**config.mk**
```make
export PLATFORM = sky130hd
export DESIGN_NAME = tftp_packet_parser_top
export DESIGN_NICKNAME = d
export VERILOG_FILES = /design/src/hdl/tpp_pkg.sv /design/src/hdl/tftp_packet_parser_top.sv
export SDC_FILE = /design/constraint.sdc
export NUM_CORES = 1
export LEC_CHECK = 0
export ABC_AREA = 1
export BUFFER_PORTS_ARGS = -buffer_cell sky130_fd_sc_hd__clkbuf_2
export CAP_MARGIN = 0
export CORE_MARGIN = 10
export CORE_UTILIZATION = 45
export CTS_CLUSTER_SIZE = 16
export DETAILED_ROUTE_END_ITERATION = 8
export GPL_ROUTABILITY_DRIVEN = 0
export GPL_TIMING_DRIVEN = 1
export PLACE_DENSITY = 0.67
export RECOVER_POWER = 100
export SYNTH_ARGS = -nofsm -noshare
export SYNTH_HDL_FRONTEND = slang
export SYNTH_SLANG_ARGS = --single-unit
```
**constraint.sdc**
```tcl
create_clock -name clk -period 2.8 [get_ports clk]
set_input_delay 0.7 -clock clk [delete_from_list [all_inputs] [get_ports clk]]
set_output_delay 0.7 -clock clk [all_outputs]
set_load 0.01 [all_outputs]
```
**src/hdl/tpp_pkg.sv**
```systemverilog
// Shared types, codes and constants for the TFTP datagram parser.
package tpp_pkg;

    // Byte role tags
    localparam logic [3:0] ROLE_OPCODE     = 4'd0;
    localparam logic [3:0] ROLE_NUMBER     = 4'd1;
    localparam logic [3:0] ROLE_FILENAME   = 4'd2;
    localparam logic [3:0] ROLE_MODE       = 4'd3;
    localparam logic [3:0] ROLE_OPT_NAME   = 4'd4;
    localparam logic [3:0] ROLE_OPT_VALUE  = 4'd5;
    localparam logic [3:0] ROLE_PAYLOAD    = 4'd6;
    localparam logic [3:0] ROLE_MESSAGE    = 4'd7;
    localparam logic [3:0] ROLE_TERMINATOR = 4'd8;
    localparam logic [3:0] ROLE_IGNORED    = 4'd9;

    // Verdict status codes
    localparam logic [3:0] STAT_OK              = 4'd0;
    localparam logic [3:0] STAT_SHORT_OPCODE    = 4'd1;
    localparam logic [3:0] STAT_UNKNOWN_OPCODE  = 4'd2;
    localparam logic [3:0] STAT_SHORT_DATA      = 4'd3;
    localparam logic [3:0] STAT_SHORT_ACK       = 4'd4;
    localparam logic [3:0] STAT_SHORT_ERROR     = 4'd5;
    localparam logic [3:0] STAT_FILE_OPEN       = 4'd6;
    localparam logic [3:0] STAT_MODE_OPEN       = 4'd7;
    localparam logic [3:0] STAT_NAME_OPEN       = 4'd8;
    localparam logic [3:0] STAT_VALUE_OPEN      = 4'd9;
    localparam logic [3:0] STAT_EMPTY_NAME      = 4'd10;
    localparam logic [3:0] STAT_MSG_OPEN        = 4'd11;

    // Opcodes
    localparam logic [15:0] OP_RRQ   = 16'd1;
    localparam logic [15:0] OP_WRQ   = 16'd2;
    localparam logic [15:0] OP_DATA  = 16'd3;
    localparam logic [15:0] OP_ACK   = 16'd4;
    localparam logic [15:0] OP_ERROR = 16'd5;
    localparam logic [15:0] OP_OACK  = 16'd6;

    // Header byte counts
    localparam logic [2:0] HDR_NONE      = 3'd0;
    localparam logic [2:0] HDR_OP_HI     = 3'd1;
    localparam logic [2:0] HDR_OPCODE    = 3'd2;
    localparam logic [2:0] HDR_NUM_HI    = 3'd3;
    localparam logic [2:0] HDR_FULL      = 3'd4;

    localparam logic [7:0] NUL_BYTE      = 8'h00;
    localparam logic [7:0] PAIR_MAX      = 8'hFF;

    typedef enum logic [10:0] {
        PH_OPHI    = 11'b000_0000_0001,
        PH_OPLO    = 11'b000_0000_0010,
        PH_NUMHI   = 11'b000_0000_0100,
        PH_NUMLO   = 11'b000_0000_1000,
        PH_PAYLOAD = 11'b000_0001_0000,
        PH_FILE    = 11'b000_0010_0000,
        PH_MODE    = 11'b000_0100_0000,
        PH_NAME    = 11'b000_1000_0000,
        PH_VALUE   = 11'b001_0000_0000,
        PH_MSG     = 11'b010_0000_0000,
        PH_IGNORE  = 11'b100_0000_0000
    } phase_t;

    typedef struct packed {
        logic [7:0] byte_value;
        logic       end_of_datagram;
    } in_item_t;

    typedef struct packed {
        logic [7:0]  byte_out;
        logic [3:0]  byte_role;
        logic        verdict_valid;
        logic [3:0]  status;
        logic [15:0] opcode_seen;
        logic [15:0] number_field;
        logic [7:0]  option_count;
    } out_item_t;

endpackage

```
**src/hdl/tftp_packet_parser_top.sv**
```systemverilog
// TFTP datagram parser: byte role tagging and end-of-datagram verdict.
// A byte is held in the input register, then its result in the result register.
// Throughput: one byte per cycle unless the result is stalled; the parse state and
// the role/verdict logic sit between the input register and the result register.
// Reset: rst_n clears the pipeline valids and the parse state to "opcode high
// byte expected"; the state also returns there after every end-of-datagram byte.
module tftp_packet_parser_top (
    input  logic               clk,
    input  logic               rst_n,
    input  logic               byte_valid,
    output logic               byte_ready,
    input  tpp_pkg::in_item_t  byte_data,
    output logic               result_valid,
    input  logic               result_ready,
    output tpp_pkg::out_item_t result_data
);

    // Pipeline registers
    logic                s1_valid_reg;
    tpp_pkg::in_item_t   s1_data_reg;
    logic                out_valid_reg;
    tpp_pkg::out_item_t  out_data_reg;

    // Parse state
    tpp_pkg::phase_t phase_reg, phase_next;
    logic [2:0]      hdr_cnt_reg, hdr_cnt_next;
    logic [15:0]     opcode_reg, opcode_next;
    logic [15:0]     number_reg, number_next;
    logic            name_empty_reg, name_empty_next;
    logic [3:0]      failure_reg, failure_next;
    logic [7:0]      pair_cnt_reg, pair_cnt_next;

    // Values after this byte, before the end-of-datagram clear
    tpp_pkg::phase_t ph_a;
    logic [2:0]      hdr_a;
    logic [15:0]     op_a, num_a;
    logic            ne_a;
    logic [3:0]      fail_a;
    logic [7:0]      pc_a;
    logic [3:0]      role;
    logic [3:0]      status;
    logic [7:0]      b;
    logic            is_nul;
    logic            advance;
    logic            op_num_kind;
    tpp_pkg::out_item_t result_next;

    assign advance    = s1_valid_reg && (!out_valid_reg || result_ready);
    assign byte_ready = !s1_valid_reg || advance;

    assign b      = s1_data_reg.byte_value;
    assign is_nul = (b == tpp_pkg::NUL_BYTE);

    always_comb
    begin
        ph_a   = phase_reg;
        hdr_a  = hdr_cnt_reg;
        op_a   = opcode_reg;
        num_a  = number_reg;
        ne_a   = name_empty_reg;
        fail_a = failure_reg;
        pc_a   = pair_cnt_reg;
        role   = tpp_pkg::ROLE_IGNORED;

        case (phase_reg)
            tpp_pkg::PH_OPHI:
            begin
                role  = tpp_pkg::ROLE_OPCODE;
                op_a  = {b, 8'h00};
                hdr_a = tpp_pkg::HDR_OP_HI;
                ph_a  = tpp_pkg::PH_OPLO;
            end
            tpp_pkg::PH_OPLO:
            begin
                role  = tpp_pkg::ROLE_OPCODE;
                op_a  = {opcode_reg[15:8], b};
                hdr_a = tpp_pkg::HDR_OPCODE;
                if (op_a == tpp_pkg::OP_RRQ || op_a == tpp_pkg::OP_WRQ)
                begin
                    ph_a = tpp_pkg::PH_FILE;
                end
                else if (op_a == tpp_pkg::OP_DATA || op_a == tpp_pkg::OP_ACK ||
                         op_a == tpp_pkg::OP_ERROR)
                begin
                    ph_a = tpp_pkg::PH_NUMHI;
                end
                else if (op_a == tpp_pkg::OP_OACK)
                begin
                    ph_a = tpp_pkg::PH_NAME;
                    ne_a = 1'b1;
                end
                else
                begin
                    fail_a = tpp_pkg::STAT_UNKNOWN_OPCODE;
                    ph_a   = tpp_pkg::PH_IGNORE;
                end
            end
            tpp_pkg::PH_NUMHI:
            begin
                role  = tpp_pkg::ROLE_NUMBER;
                num_a = {b, 8'h00};
                hdr_a = tpp_pkg::HDR_NUM_HI;
                ph_a  = tpp_pkg::PH_NUMLO;
            end
            tpp_pkg::PH_NUMLO:
            begin
                role  = tpp_pkg::ROLE_NUMBER;
                num_a = {number_reg[15:8], b};
                hdr_a = tpp_pkg::HDR_FULL;
                if (opcode_reg == tpp_pkg::OP_DATA)
                begin
                    ph_a = tpp_pkg::PH_PAYLOAD;
                end
                else if (opcode_reg == tpp_pkg::OP_ERROR)
                begin
                    ph_a = tpp_pkg::PH_MSG;
                end
                else
                begin
                    ph_a = tpp_pkg::PH_IGNORE;
                end
            end
            tpp_pkg::PH_PAYLOAD:
            begin
                role = tpp_pkg::ROLE_PAYLOAD;
            end
            tpp_pkg::PH_FILE:
            begin
                if (is_nul)
                begin
                    role = tpp_pkg::ROLE_TERMINATOR;
                    ph_a = tpp_pkg::PH_MODE;
                end
                else
                begin
                    role = tpp_pkg::ROLE_FILENAME;
                end
            end
            tpp_pkg::PH_MODE:
            begin
                if (is_nul)
                begin
                    role = tpp_pkg::ROLE_TERMINATOR;
                    ph_a = tpp_pkg::PH_NAME;
                    ne_a = 1'b1;
                end
                else
                begin
                    role = tpp_pkg::ROLE_MODE;
                end
            end
            tpp_pkg::PH_NAME:
            begin
                if (is_nul)
                begin
                    role = tpp_pkg::ROLE_TERMINATOR;
                    ph_a = tpp_pkg::PH_VALUE;
                end
                else
                begin
                    role = tpp_pkg::ROLE_OPT_NAME;
                    ne_a = 1'b0;
                end
            end
            tpp_pkg::PH_VALUE:
            begin
                if (is_nul)
                begin
                    role = tpp_pkg::ROLE_TERMINATOR;
                    if (name_empty_reg)
                    begin
                        fail_a = tpp_pkg::STAT_EMPTY_NAME;
                        ph_a   = tpp_pkg::PH_IGNORE;
                    end
                    else
                    begin
                        if (pair_cnt_reg != tpp_pkg::PAIR_MAX)
                        begin
                            pc_a = pair_cnt_reg + 8'd1;
                        end
                        ph_a = tpp_pkg::PH_NAME;
                        ne_a = 1'b1;
                    end
                end
                else
                begin
                    role = tpp_pkg::ROLE_OPT_VALUE;
                end
            end
            tpp_pkg::PH_MSG:
            begin
                if (is_nul)
                begin
                    role = tpp_pkg::ROLE_TERMINATOR;
                    ph_a = tpp_pkg::PH_IGNORE;
                end
                else
                begin
                    role = tpp_pkg::ROLE_MESSAGE;
                end
            end
            default:
            begin
                // ignore phase, and any illegal code
                role = tpp_pkg::ROLE_IGNORED;
            end
        endcase
    end

    assign op_num_kind = (op_a == tpp_pkg::OP_DATA) || (op_a == tpp_pkg::OP_ACK) ||
                         (op_a == tpp_pkg::OP_ERROR);

    // Verdict from the state after this byte; first failure wins
    always_comb
    begin
        status = tpp_pkg::STAT_OK;
        if (fail_a != tpp_pkg::STAT_OK)
        begin
            status = fail_a;
        end
        else
        begin
            case (ph_a)
                tpp_pkg::PH_OPLO:
                begin
                    status = tpp_pkg::STAT_SHORT_OPCODE;
                end
                tpp_pkg::PH_NUMHI, tpp_pkg::PH_NUMLO:
                begin
                    if (op_a == tpp_pkg::OP_DATA)
                    begin
                        status = tpp_pkg::STAT_SHORT_DATA;
                    end
                    else if (op_a == tpp_pkg::OP_ACK)
                    begin
                        status = tpp_pkg::STAT_SHORT_ACK;
                    end
                    else
                    begin
                        status = tpp_pkg::STAT_SHORT_ERROR;
                    end
                end
                tpp_pkg::PH_FILE:  status = tpp_pkg::STAT_FILE_OPEN;
                tpp_pkg::PH_MODE:  status = tpp_pkg::STAT_MODE_OPEN;
                tpp_pkg::PH_NAME:
                begin
                    status = ne_a ? tpp_pkg::STAT_OK : tpp_pkg::STAT_NAME_OPEN;
                end
                tpp_pkg::PH_VALUE: status = tpp_pkg::STAT_VALUE_OPEN;
                tpp_pkg::PH_MSG:   status = tpp_pkg::STAT_MSG_OPEN;
                default:           status = tpp_pkg::STAT_OK;
            endcase
        end
    end

    always_comb
    begin
        result_next              = '0;
        result_next.byte_out     = b;
        result_next.byte_role    = role;
        if (s1_data_reg.end_of_datagram)
        begin
            result_next.verdict_valid = 1'b1;
            result_next.status        = status;
            result_next.opcode_seen   = (hdr_a >= tpp_pkg::HDR_OPCODE) ? op_a : 16'h0000;
            result_next.number_field  = (hdr_a >= tpp_pkg::HDR_FULL && op_num_kind) ?
                                        num_a : 16'h0000;
            result_next.option_count  = pc_a;
        end
    end

    // Back to the start-of-datagram state after the last byte
    always_comb
    begin
        if (s1_data_reg.end_of_datagram)
        begin
            phase_next      = tpp_pkg::PH_OPHI;
            hdr_cnt_next    = tpp_pkg::HDR_NONE;
            opcode_next     = 16'h0000;
            number_next     = 16'h0000;
            name_empty_next = 1'b1;
            failure_next    = tpp_pkg::STAT_OK;
            pair_cnt_next   = 8'h00;
        end
        else
        begin
            phase_next      = ph_a;
            hdr_cnt_next    = hdr_a;
            opcode_next     = op_a;
            number_next     = num_a;
            name_empty_next = ne_a;
            failure_next    = fail_a;
            pair_cnt_next   = pc_a;
        end
    end

    always_ff @(posedge clk or negedge rst_n)
    begin
        if (!rst_n)
        begin
            s1_valid_reg   <= 1'b0;
            out_valid_reg  <= 1'b0;
            phase_reg      <= tpp_pkg::PH_OPHI;
            hdr_cnt_reg    <= tpp_pkg::HDR_NONE;
            opcode_reg     <= 16'h0000;
            number_reg     <= 16'h0000;
            name_empty_reg <= 1'b1;
            failure_reg    <= tpp_pkg::STAT_OK;
            pair_cnt_reg   <= 8'h00;
        end
        else
        begin
            if (byte_ready)
            begin
                s1_valid_reg <= byte_valid;
            end
            if (advance)
            begin
                out_valid_reg  <= 1'b1;
                phase_reg      <= phase_next;
                hdr_cnt_reg    <= hdr_cnt_next;
                opcode_reg     <= opcode_next;
                number_reg     <= number_next;
                name_empty_reg <= name_empty_next;
                failure_reg    <= failure_next;
                pair_cnt_reg   <= pair_cnt_next;
            end
            else if (result_ready)
            begin
                out_valid_reg <= 1'b0;
            end
        end
    end

    always_ff @(posedge clk)
    begin
        if (byte_ready && byte_valid)
        begin
            s1_data_reg <= byte_data;
        end
        if (advance)
        begin
            out_data_reg <= result_next;
        end
    end

    assign result_valid = out_valid_reg;
    assign result_data  = out_data_reg;

endmodule

```
==> flow_summary_export.csv, run 1 <==
group,metric,value,unit
global_routing,antenna_found_initial,0,
global_routing,overflow,0,
yosys,avgSynthCellArea,9.17,sq um
worst_setup_path,rr_endpoint,"result_data[3]",
hold_path,holdPathEnd,"s1_data_reg[0]",
worst_setup_path,worstSetupPathType,"flop to flop",
sta,finalSetupViolCount,0,
yosys,synthDistinctLibCells,43,
finish,nets,771,
place,placement.io_buffers,71,
clock_tree,cts_max_path_buffers,2,
route,wl,15.3,mm
yosys,yosysMostFrequentCell,"nand2_1",
yosys,synthCells,674,
sta,tns,0,ns
yosys,ys_top_cells_by_count,"nand2_1, inv_1, nor2_1",
sta,worstMarginPinSlew,1.46,ns
yosys,syn-num-nets,688,
route,vias_per_cell,5.38,
worst_setup_path,crit_arrival,2.76,ns
sta,slew_violations,0,
worst_setup_path,crit_fanout,11,
global_routing,grt_pass1_vias,5001,
finish,largest_reg_flops,57,
status,status,"finished, final reports clean",
yosys,async_flop_share,47.6,%
power,power_frac_comb,23.5,%
finish,drive_gt1_share,11.4,%
clock_tree,clk_pin_slew_worst_paths,0.06,ns
sta,fin_skew,0.00710,ns
yosys,ys_ff_latch,126,
power,intPower,4080,uW
finish,num_antenna_cells,0,
floorplan,start_util,46.3,%
yosys,synth_top_area_share,32.1,%
floorplan,num_io_pins,72,
power,p_switching,1950,uW
sta,period_share,92.8,%
route,routedWlPerCell,16.2,um
route,drtIter0Drc,553,
clock_tree,cts_tree,"done",
power,ir_worst_vdd,404,uV
yosys,yosys_warnings,0,
clock_tree,cts_made_buffers,17,
sta,slew_headroom,2.58,%
route,drt-pass1-iter-count,6,
floorplan,rows,42,
floorplan,core-area,13300,sq um
sta,finalCriticalPeriod,2.60,ns
route,ant_nets,0,
hold_path,hold_start,"byte_data[0]",
finish,area_delta_synth_final,17.0,%
worst_setup_path,start_kind,"flop",
job,maxCapViolations,0,
clock_tree,cts-root-buf,"clkbuf_16",
yosys,synth_area_leaders,"edfxtp_1, dfrtp_1, nand2_1",
sta,max_freq,385,MHz
worst_setup_path,worst-endpoint-required,2.96,ns
floorplan,dieArea,18800,sq um
sta,rsz0062_at_grt,"false",
route,drc,0,
global_routing,grt_usage,16.9,%
global_routing,grt_pass1_wl,24.8,mm
hold_path,min_path_type,"input port to flop",
sta,hold_viol,0,
clock_tree,htreeDepth,4,
clock_tree,cts_sinks,126,
worst_setup_path,end_kind,"flop",
power,p_per_area,834,nW/um^2
worst_setup_path,reg2reg_depth,10,
power,pwr-share-seq,38.4,%
yosys,netlist_area,6180,sq um
clock_tree,clk_latency,0.42,ns
yosys,seq_area_frac_synth,56.4,%
floorplan,die_w,137,um
yosys,yosys.area.top_type,"edfxtp_1",
global_routing,grt_max_degree,76,
route,num_vias,5094,
power,swShare,32.3,%
worst_setup_path,r2r-start,"b[4]",
power,power_frac_clock,38.1,%
power,power.total,6030,uW
floorplan,fp.dieH,137,um
yosys,synth-edff-count,66,
worst_setup_path,rrSetupSlack,0.20,ns
place,dp_hpwl,10.8,mm
hold_path,hold_depth,1,
power,leakagePower,0.00304,uW
yosys,synthFlopType,"edfxtp_1",
==> power by group through the flow <==
stage                     clock, uW  combinational [uW]  sequential (uW)
after floorplan                   0                 982             2380
after global placement            0                1420             2340
after detailed placement          0                1440             2340
after CTS                      2330                1450             2310
after global routing           2430                1580             2330
final                          2300                1420             2310
==> per-stage QoR <==
| step | utilization, % | setup WS (ns) | instances | hold WS, ns | area [sq um] |
|---|---|---|---|---|---|
| floorplan | - | 0.567 | 674 | 0.404 | 6180 |
| global placement | 50.9 | 0.354 | 914 | 0.469 | 6800 |
| detailed placement | 50.9 | 0.233 | 914 | 0.475 | 6800 |
| CTS | 55.6 | 0.217 | 946 | 0.336 | 7420 |
| global route | 54.2 | 0.0478 | 946 | 0.435 | 7230 |
| finish | 54.2 | 0.202 | 946 | 0.448 | 7230 |
==> critical path, stage by stage, from the launching register on <==
cell	delay, ns
edfxtp_1	0.54
nor2_1	0.14
nand3_1	0.17
nor3_1	0.22
buf_4	0.21
nand2_1	0.07
nor3_1	0.40
inv_1	0.16
nor2_1	0.14
xor2_1	0.20
nor2_1	0.06
==> logic make-up after synthesis <==
kind of cell,share of synthesized area (%)
and+or+nand+nor,22.8
DFF,56.4
buffers and inverters,8.09
AOI/OAI and AO/OA,11.7
xor gates and xnor gates,0.850
adders and majority gates,0.202
==> cells in the final DEF (no fill, tap or decap), types with 2 or more instances in the layout <==
cell type / synthesis / routed
dfstp_2: 2 / 2
edfxtp_1: 66 / 66
nand3_1: 38 / 38
clkinv_4: 0 / 3
nor2_1: 77 / 83
inv_1: 86 / 85
nand4_1: 11 / 11
xor2_1: 6 / 6
a22oi_1: 8 / 8
inv_2: 7 / 7
clkinvlp_4: 0 / 5
nor3_1: 20 / 21
nor2_2: 3 / 3
buf_4: 1 / 7
clkinv_1: 4 / 4
clkbuf_16: 0 / 17
clkbuf_2: 0 / 13
nor4_1: 2 / 2
clkbuf_1: 15 / 69
a21oi_1: 17 / 17
o21ai_0: 39 / 39
dfrtp_1: 58 / 58
bufinv_16: 0 / 4
nand2_4: 3 / 3
o22ai_1: 42 / 42
nor2_4: 12 / 6
clkinv_2: 0 / 2
o2111ai_1: 2 / 2
nand2_1: 121 / 121
nand2_2: 7 / 7
==> per-layer routing <==
metal	GRT usage (%)	share of wire (%)	wire, um
met1	20.5	42	6420
met4	7.85	2.1	325
met5	0	0	0
met2	27.6	49	7550
met3	4.26	6.6	1010
==> layout make-up <==
| type | count | area, sq um |
|---|---|---|
| clock buffer | 18 | 429 |
| timing repair buffer | 89 | 384 |
| clock inverter | 14 | 194 |
| tap | 176 | 220 |
| inverter | 97 | 365 |
| fill | 1254 | 6110 |
| multi-input combinational | 426 | 2150 |
| sequential | 126 | 3490 |
==> worst max-delay path by stage <==
stage | start | end | slack, ns | cells past startpoint
after floorplan | result_ready | result_data[0] | 0.57 | 5
after global placement | phase_reg[10] | result_data[18] | 0.35 | 12
after detailed placement | phase_reg[4] | result_data[23] | 0.23 | 12
after CTS | phase_reg[4] | result_data[23] | 0.22 | 12
after global routing | b[6] | result_data[4] | 0.05 | 10
final | b[4] | result_data[3] | 0.20 | 10
==> repair_timing <==
item,4_1_cts,5_1_grt
setup buffers,0,0
gates resized for setup,0,1
setup endpoints to repair,0,2
hold buffers,0,0
(Power assumes the default switching activity.)
==> run 2: changes to the inputs <==
Settings changed: CORE_MARGIN 10 to 3, CORE_UTILIZATION 45 to 30, PLACE_DENSITY 0.67 to not set.
==> run 2 against run 1 <==
Net effect: setup slack better by 0.071 ns; clock-buffer cell count fell by 1; non-clock buffer count rose by 13; largest cell class unchanged.
==> flow_summary_export.csv, run 2 (synthesis gave the netlist of run 1 again) <==
group,metric,value,unit
sta,slew_headroom,22.3,%
finish,multi_input_area,2120,sq um
global_routing,met2_usage,23.9,%
clock_tree,cts_tree,"done",
clock_tree,cts_sinks,126,
clock_tree,cts-root-buf,"clkbuf_16",
sta,rsz0062_at_grt,"false",
finish,largest_reg_flops,57,
global_routing,busiest_layer,"met2",
clock_tree,htreeDepth,4,
clock_tree,clk_latency,0.42,ns
sta,finalSetupViolCount,0,
power,intPower,3850,uW
power,p_switching,2000,uW
place,placement.io_buffers,71,
power,leakagePower,0.00304,uW
worst_setup_path,crit_buf_inv,2,
sta,max_freq,396,MHz
finish,final_cell_mix,"nand2_1, nor2_1, inv_1",
sta,finalCriticalPeriod,2.53,ns
finish,seqCellArea,3490,sq um
worst_setup_path,rr_endpoint,"result_data[24]",
sta,whs,0.427,ns
route,num_vias,4956,
clock_tree,cts_made_buffers,17,
worst_setup_path,rrSetupSlack,0.27,ns
worst_setup_path,worstSetupPathType,"flop to flop",
route,vias_per_cell,4.73,
route,drc,0,
global_routing,use_met1,18.9,%
route,drtIter0Drc,321,
worst_setup_path,setup.worst_path.start,"phase_reg[0]",
place,place_area,7030,sq um
sta,fin_ws,0.273,ns
worst_setup_path,worst-endpoint-required,3.06,ns
global_routing,grt_pass1_vias,5032,
global_routing,grt_pass1_wl,25.6,mm
power,pwr-share-seq,39.3,%
route,drt-pass1-iter-count,5,
route,routedWlPerCell,15.1,um
global_routing,grt_max_degree,45,
clock_tree,clk_pin_slew_worst_paths,0.06,ns
finish,layout_commonest_cell,"nand2_1",
global_routing,antenna_found_initial,0,
worst_setup_path,crit_fanout,16,
worst_setup_path,path_cells,"inv_2 -> nand2_1 -> nor2_2 -> o21ai_2 -> a31oi_1 -> nor2_1 -> a21oi_2 -> clkbuf_2 -> nor2_1",
job,maxCapViolations,0,
global_routing,grt_usage,14.8,%
worst_setup_path,crit_end,"result_data[24]",
finish,fin_area,7320,sq um
floorplan,die_w,150,um
worst_setup_path,slowest_stage,"dfstp_1",
power,p_per_area,799,nW/um^2
hold_path,min_path_type,"input port to async pin",
worst_setup_path,cpMostUsedCell,"nor2_1",
worst_setup_path,slowest_delay,0.58,ns
sta,fin_skew,0.00897,ns
status,status,"finished, final reports clean",
power,power_frac_comb,24.8,%
floorplan,core-area,19800,sq um
sta,worstMarginPinSlew,1.17,ns
floorplan,rows,51,
floorplan,dieArea,22400,sq um
power,power_frac_clock,35.8,%
worst_setup_path,critPathTopFamily,"compound AO/OA/AOI/OAI gates",
floorplan,num_io_pins,72,
finish,post-route-util,36.9,%
route,ant_nets,0,
place,dp_slack,0.375,ns
worst_setup_path,end_kind,"flop",
clock_tree,cts_setup_buffers,0,
clock_tree,cts_max_path_buffers,2,
power,ir_worst_vdd,353,uV
clock_tree,hold_buffers,0,
worst_setup_path,reg2reg_depth,9,
finish,fill_cells,2044,
sta,slew_violations,0,
floorplan,fp.dieH,150,um
global_routing,overflow,0,
sta,period_share,90.2,%
worst_setup_path,crit_arrival,2.79,ns
finish,area_delta_synth_final,18.3,%
floorplan,start_util,31.2,%
sta,tns,0,ns
worst_setup_path,start_kind,"flop",
worst_setup_path,r2r-start,"phase_reg[0]",
sta,hold_viol,0,
finish,nets,784,
route,wl,15.9,mm
finish,num_antenna_cells,0,
place,dp_hpwl,11.5,mm
global_routing,met3_usage,3.73,%
clock_tree,cts_resized,0,
worst_setup_path,cp.depth,9,
finish,drive_gt1_share,10.7,%
power,swShare,34.2,%
==> run 2: per-stage QoR <==
step                      instances  power (uW)
after global placement         1016        3870
after floorplan                 674        3370
after detailed placement       1016        3880
final                          1048        5850
after global routing           1048        6170
after CTS                      1048        6000
==> run 2: final cells by class <==
class / instances / area share (%)
clock buffer: 17 / 5.81
clock inverter: 15 / 1.86
inverter: 97 / 4.99
multi-input combinational: 426 / 29.0
sequential: 126 / 47.6
tap: 265 / 4.53
timing repair buffer: 102 / 6.14
==> run 2: power by group through the flow <==
stage	registers, uW	logic [uW]	clock network (uW)
global route	2320	1620	2220
floorplan	2380	982	0
detailed placement	2340	1540	0
global placement	2340	1530	0
finish	2300	1450	2090
CTS	2300	1550	2140
==> run 2: per-layer routing <==
metal	wire [um]	part of all wire [%]
met3	798	5.0
met4	371	2.3
met5	0	0
met2	7600	48
met1	7080	45
==> run 2: worst min-delay path by stage <==
stage	from	end	slack [ns]	cells after the start
after floorplan	rst_n	failure_reg[0]	0.40	0
after global placement	number_reg[4]	number_reg[4]	0.47	2
after detailed placement	number_reg[2]	number_reg[2]	0.48	2
after CTS	rst_n	s1_valid_reg	0.24	1
after global routing	byte_data[6]	b[5]	0.44	1
final	rst_n	pair_cnt_reg[1]	0.43	1
==> run 3: changes to the inputs <==
Settings changed: RECOVER_POWER 100 to not set.
==> run 3 against run 2 <==
Net effect: clock power about the same; cell count unchanged; die area unchanged; critical path type unchanged; largest cell class unchanged.
==> flow_summary_export.csv, run 3 (synthesis gave the netlist of run 1 again) <==
group,metric,value,unit
clock_tree,cts_made_buffers,17,
sta,worstMarginPinSlew,0.655,ns
hold_path,min_path_type,"input port to async pin",
global_routing,grt_max_degree,45,
route,drc,0,
sta,finalSetupViolCount,0,
sta,tns,0,ns
finish,largest_reg_flops,57,
worst_setup_path,cp.depth,11,
power,leakagePower,0.00332,uW
floorplan,rows,51,
power,swShare,33.8,%
route,routedWlPerCell,15.0,um
finish,nets,784,
clock_tree,clk_pin_slew_worst_paths,0.06,ns
sta,slew_violations,0,
floorplan,dieArea,22400,sq um
place,dp_hpwl,11.5,mm
sta,max_freq,406,MHz
place,place_area,7030,sq um
power,intPower,3930,uW
route,vias_per_cell,4.79,
sta,hold_viol,0,
route,wl,15.8,mm
clock_tree,cts_setup_buffers,0,
route,drtIter0Drc,372,
clock_tree,htreeDepth,4,
clock_tree,cts_max_path_buffers,2,
route,drt-pass1-iter-count,5,
worst_setup_path,start_kind,"flop",
finish,final_cells,1048,
power,p_per_area,782,nW/um^2
global_routing,grt_pass1_vias,5032,
status,status,"finished, final reports clean",
finish,fill_cells,1978,
job,maxCapViolations,0,
route,num_vias,5020,
worst_setup_path,worstSetupPathType,"flop to flop",
floorplan,num_io_pins,72,
power,power_frac_comb,26.0,%
worst_setup_path,crit_buf_inv,3,
place,placement.io_buffers,71,
worst_setup_path,slowest_stage,"dfstp_2",
worst_setup_path,critPathTopFamily,"simple AND/OR/NAND/NOR gates",
worst_setup_path,setup.worst_path.start,"phase_reg[0]",
sta,finalCriticalPeriod,2.46,ns
sta,slew_headroom,55.9,%
power,pwr-share-seq,38.8,%
worst_setup_path,slowest_delay,0.56,ns
worst_setup_path,cpMostUsedCell,"nand2_1",
global_routing,grt_usage,14.8,%
power,p_switching,2000,uW
worst_setup_path,path_cells,"inv_2 -> nand2_1 -> nor2_4 -> o21ai_2 -> nand2_1 -> nand2_1 -> inv_1 -> nor3_1 -> o211ai_4 -> buf_12 -> nor2_1",
finish,drive_gt1_share,22.6,%
power,power_frac_clock,35.2,%
worst_setup_path,reg2reg_depth,11,
worst_setup_path,rr_endpoint,"result_data[8]",
place,dp.cells,1016,
floorplan,start_util,31.2,%
finish,fin_area,7590,sq um
worst_setup_path,crit_end,"result_data[8]",
worst_setup_path,rrSetupSlack,0.34,ns
worst_setup_path,end_kind,"flop",
floorplan,core-area,19800,sq um
worst_setup_path,worst-endpoint-required,3.08,ns
clock_tree,cts-root-buf,"clkbuf_16",
worst_setup_path,crit_fanout,16,
worst_setup_path,crit_arrival,2.74,ns
sta,rsz0062_at_grt,"false",
finish,final_cell_mix,"nand2_1, inv_1, nor2_1",
sta,period_share,88.0,%
clock_tree,cts_tree,"done",
finish,post-route-util,38.3,%
finish,num_antenna_cells,0,
global_routing,grt_pass1_wl,25.6,mm
worst_setup_path,r2r-start,"phase_reg[0]",
route,ant_nets,0,
clock_tree,cts_sinks,126,
floorplan,fp.dieH,150,um
global_routing,overflow,0,
sta,fin_skew,0.00855,ns
finish,layout_commonest_cell,"nand2_1",
global_routing,antenna_found_initial,0,
clock_tree,hold_buffers,0,
clock_tree,clk_latency,0.42,ns
clock_tree,cts_resized,0,
floorplan,die_w,150,um
power,ir_worst_vdd,404,uV
finish,area_delta_synth_final,22.8,%
==> run 3: cell types whose count changed in the layout (fill, tap and decap cells not counted), moves of 4 or more <==
cell and change:
nor2_1 -9, buf_12 +4, clkbuf_2 +61, clkbuf_1 -81, buf_4 +16, nor2_4 +9
==> run 3: worst min-delay path by stage <==
stage | depth (start not counted) | slack [ns] | start | to
2_1_floorplan | 0 | 0.40 | rst_n | failure_reg[0]
3_3_place_gp | 2 | 0.47 | number_reg[4] | number_reg[4]
3_5_place_dp | 2 | 0.48 | number_reg[2] | number_reg[2]
4_1_cts | 1 | 0.24 | rst_n | s1_valid_reg
5_1_grt | 1 | 0.26 | rst_n | s1_valid_reg
6_report | 1 | 0.24 | rst_n | pair_cnt_reg[1]
==> run 3: final cells by class <==
cell class	instances	area (sq um)	share of cell area [%]
Clock inverter	15	136	1.80
Multi-Input combinational cell	426	2200	28.9
Sequential cell	126	3490	45.9
Timing Repair Buffer	102	651	8.57
Inverter	97	365	4.81
Clock buffer	17	425	5.60
Tap cell	265	332	4.37
==> run 3: layer usage <==
| metal | up-vias | routed length, um | global-route usage (%) |
|---|---|---|---|
| li1 | 2474 | - | - |
| met1 | 2384 | 6970 | 18.9 |
| met2 | 135 | 7640 | 23.9 |
| met3 | 27 | 757 | 3.73 |
| met4 | 0 | 382 | 6.27 |
| met5 | - | 0 | 0 |
==> run 3: power by group through the flow <==
| stage | combinational, uW | sequential [uW] | clock (uW) |
|---|---|---|---|
| floorplan | 982 | 2380 | 0 |
| global placement | 1530 | 2340 | 0 |
| detailed placement | 1540 | 2340 | 0 |
| CTS | 1550 | 2300 | 2140 |
| global route | 1710 | 2320 | 2220 |
| finish | 1540 | 2300 | 2090 |
==> run 3: stage by stage <==
step	hold slack, ns	total power [uW]	setup slack, ns
floorplan	0.404	3370	0.567
global placement	0.469	3870	0.407
detailed placement	0.476	3880	0.375
CTS	0.241	6000	0.354
global route	0.263	6260	0.175
finish	0.238	5930	0.336
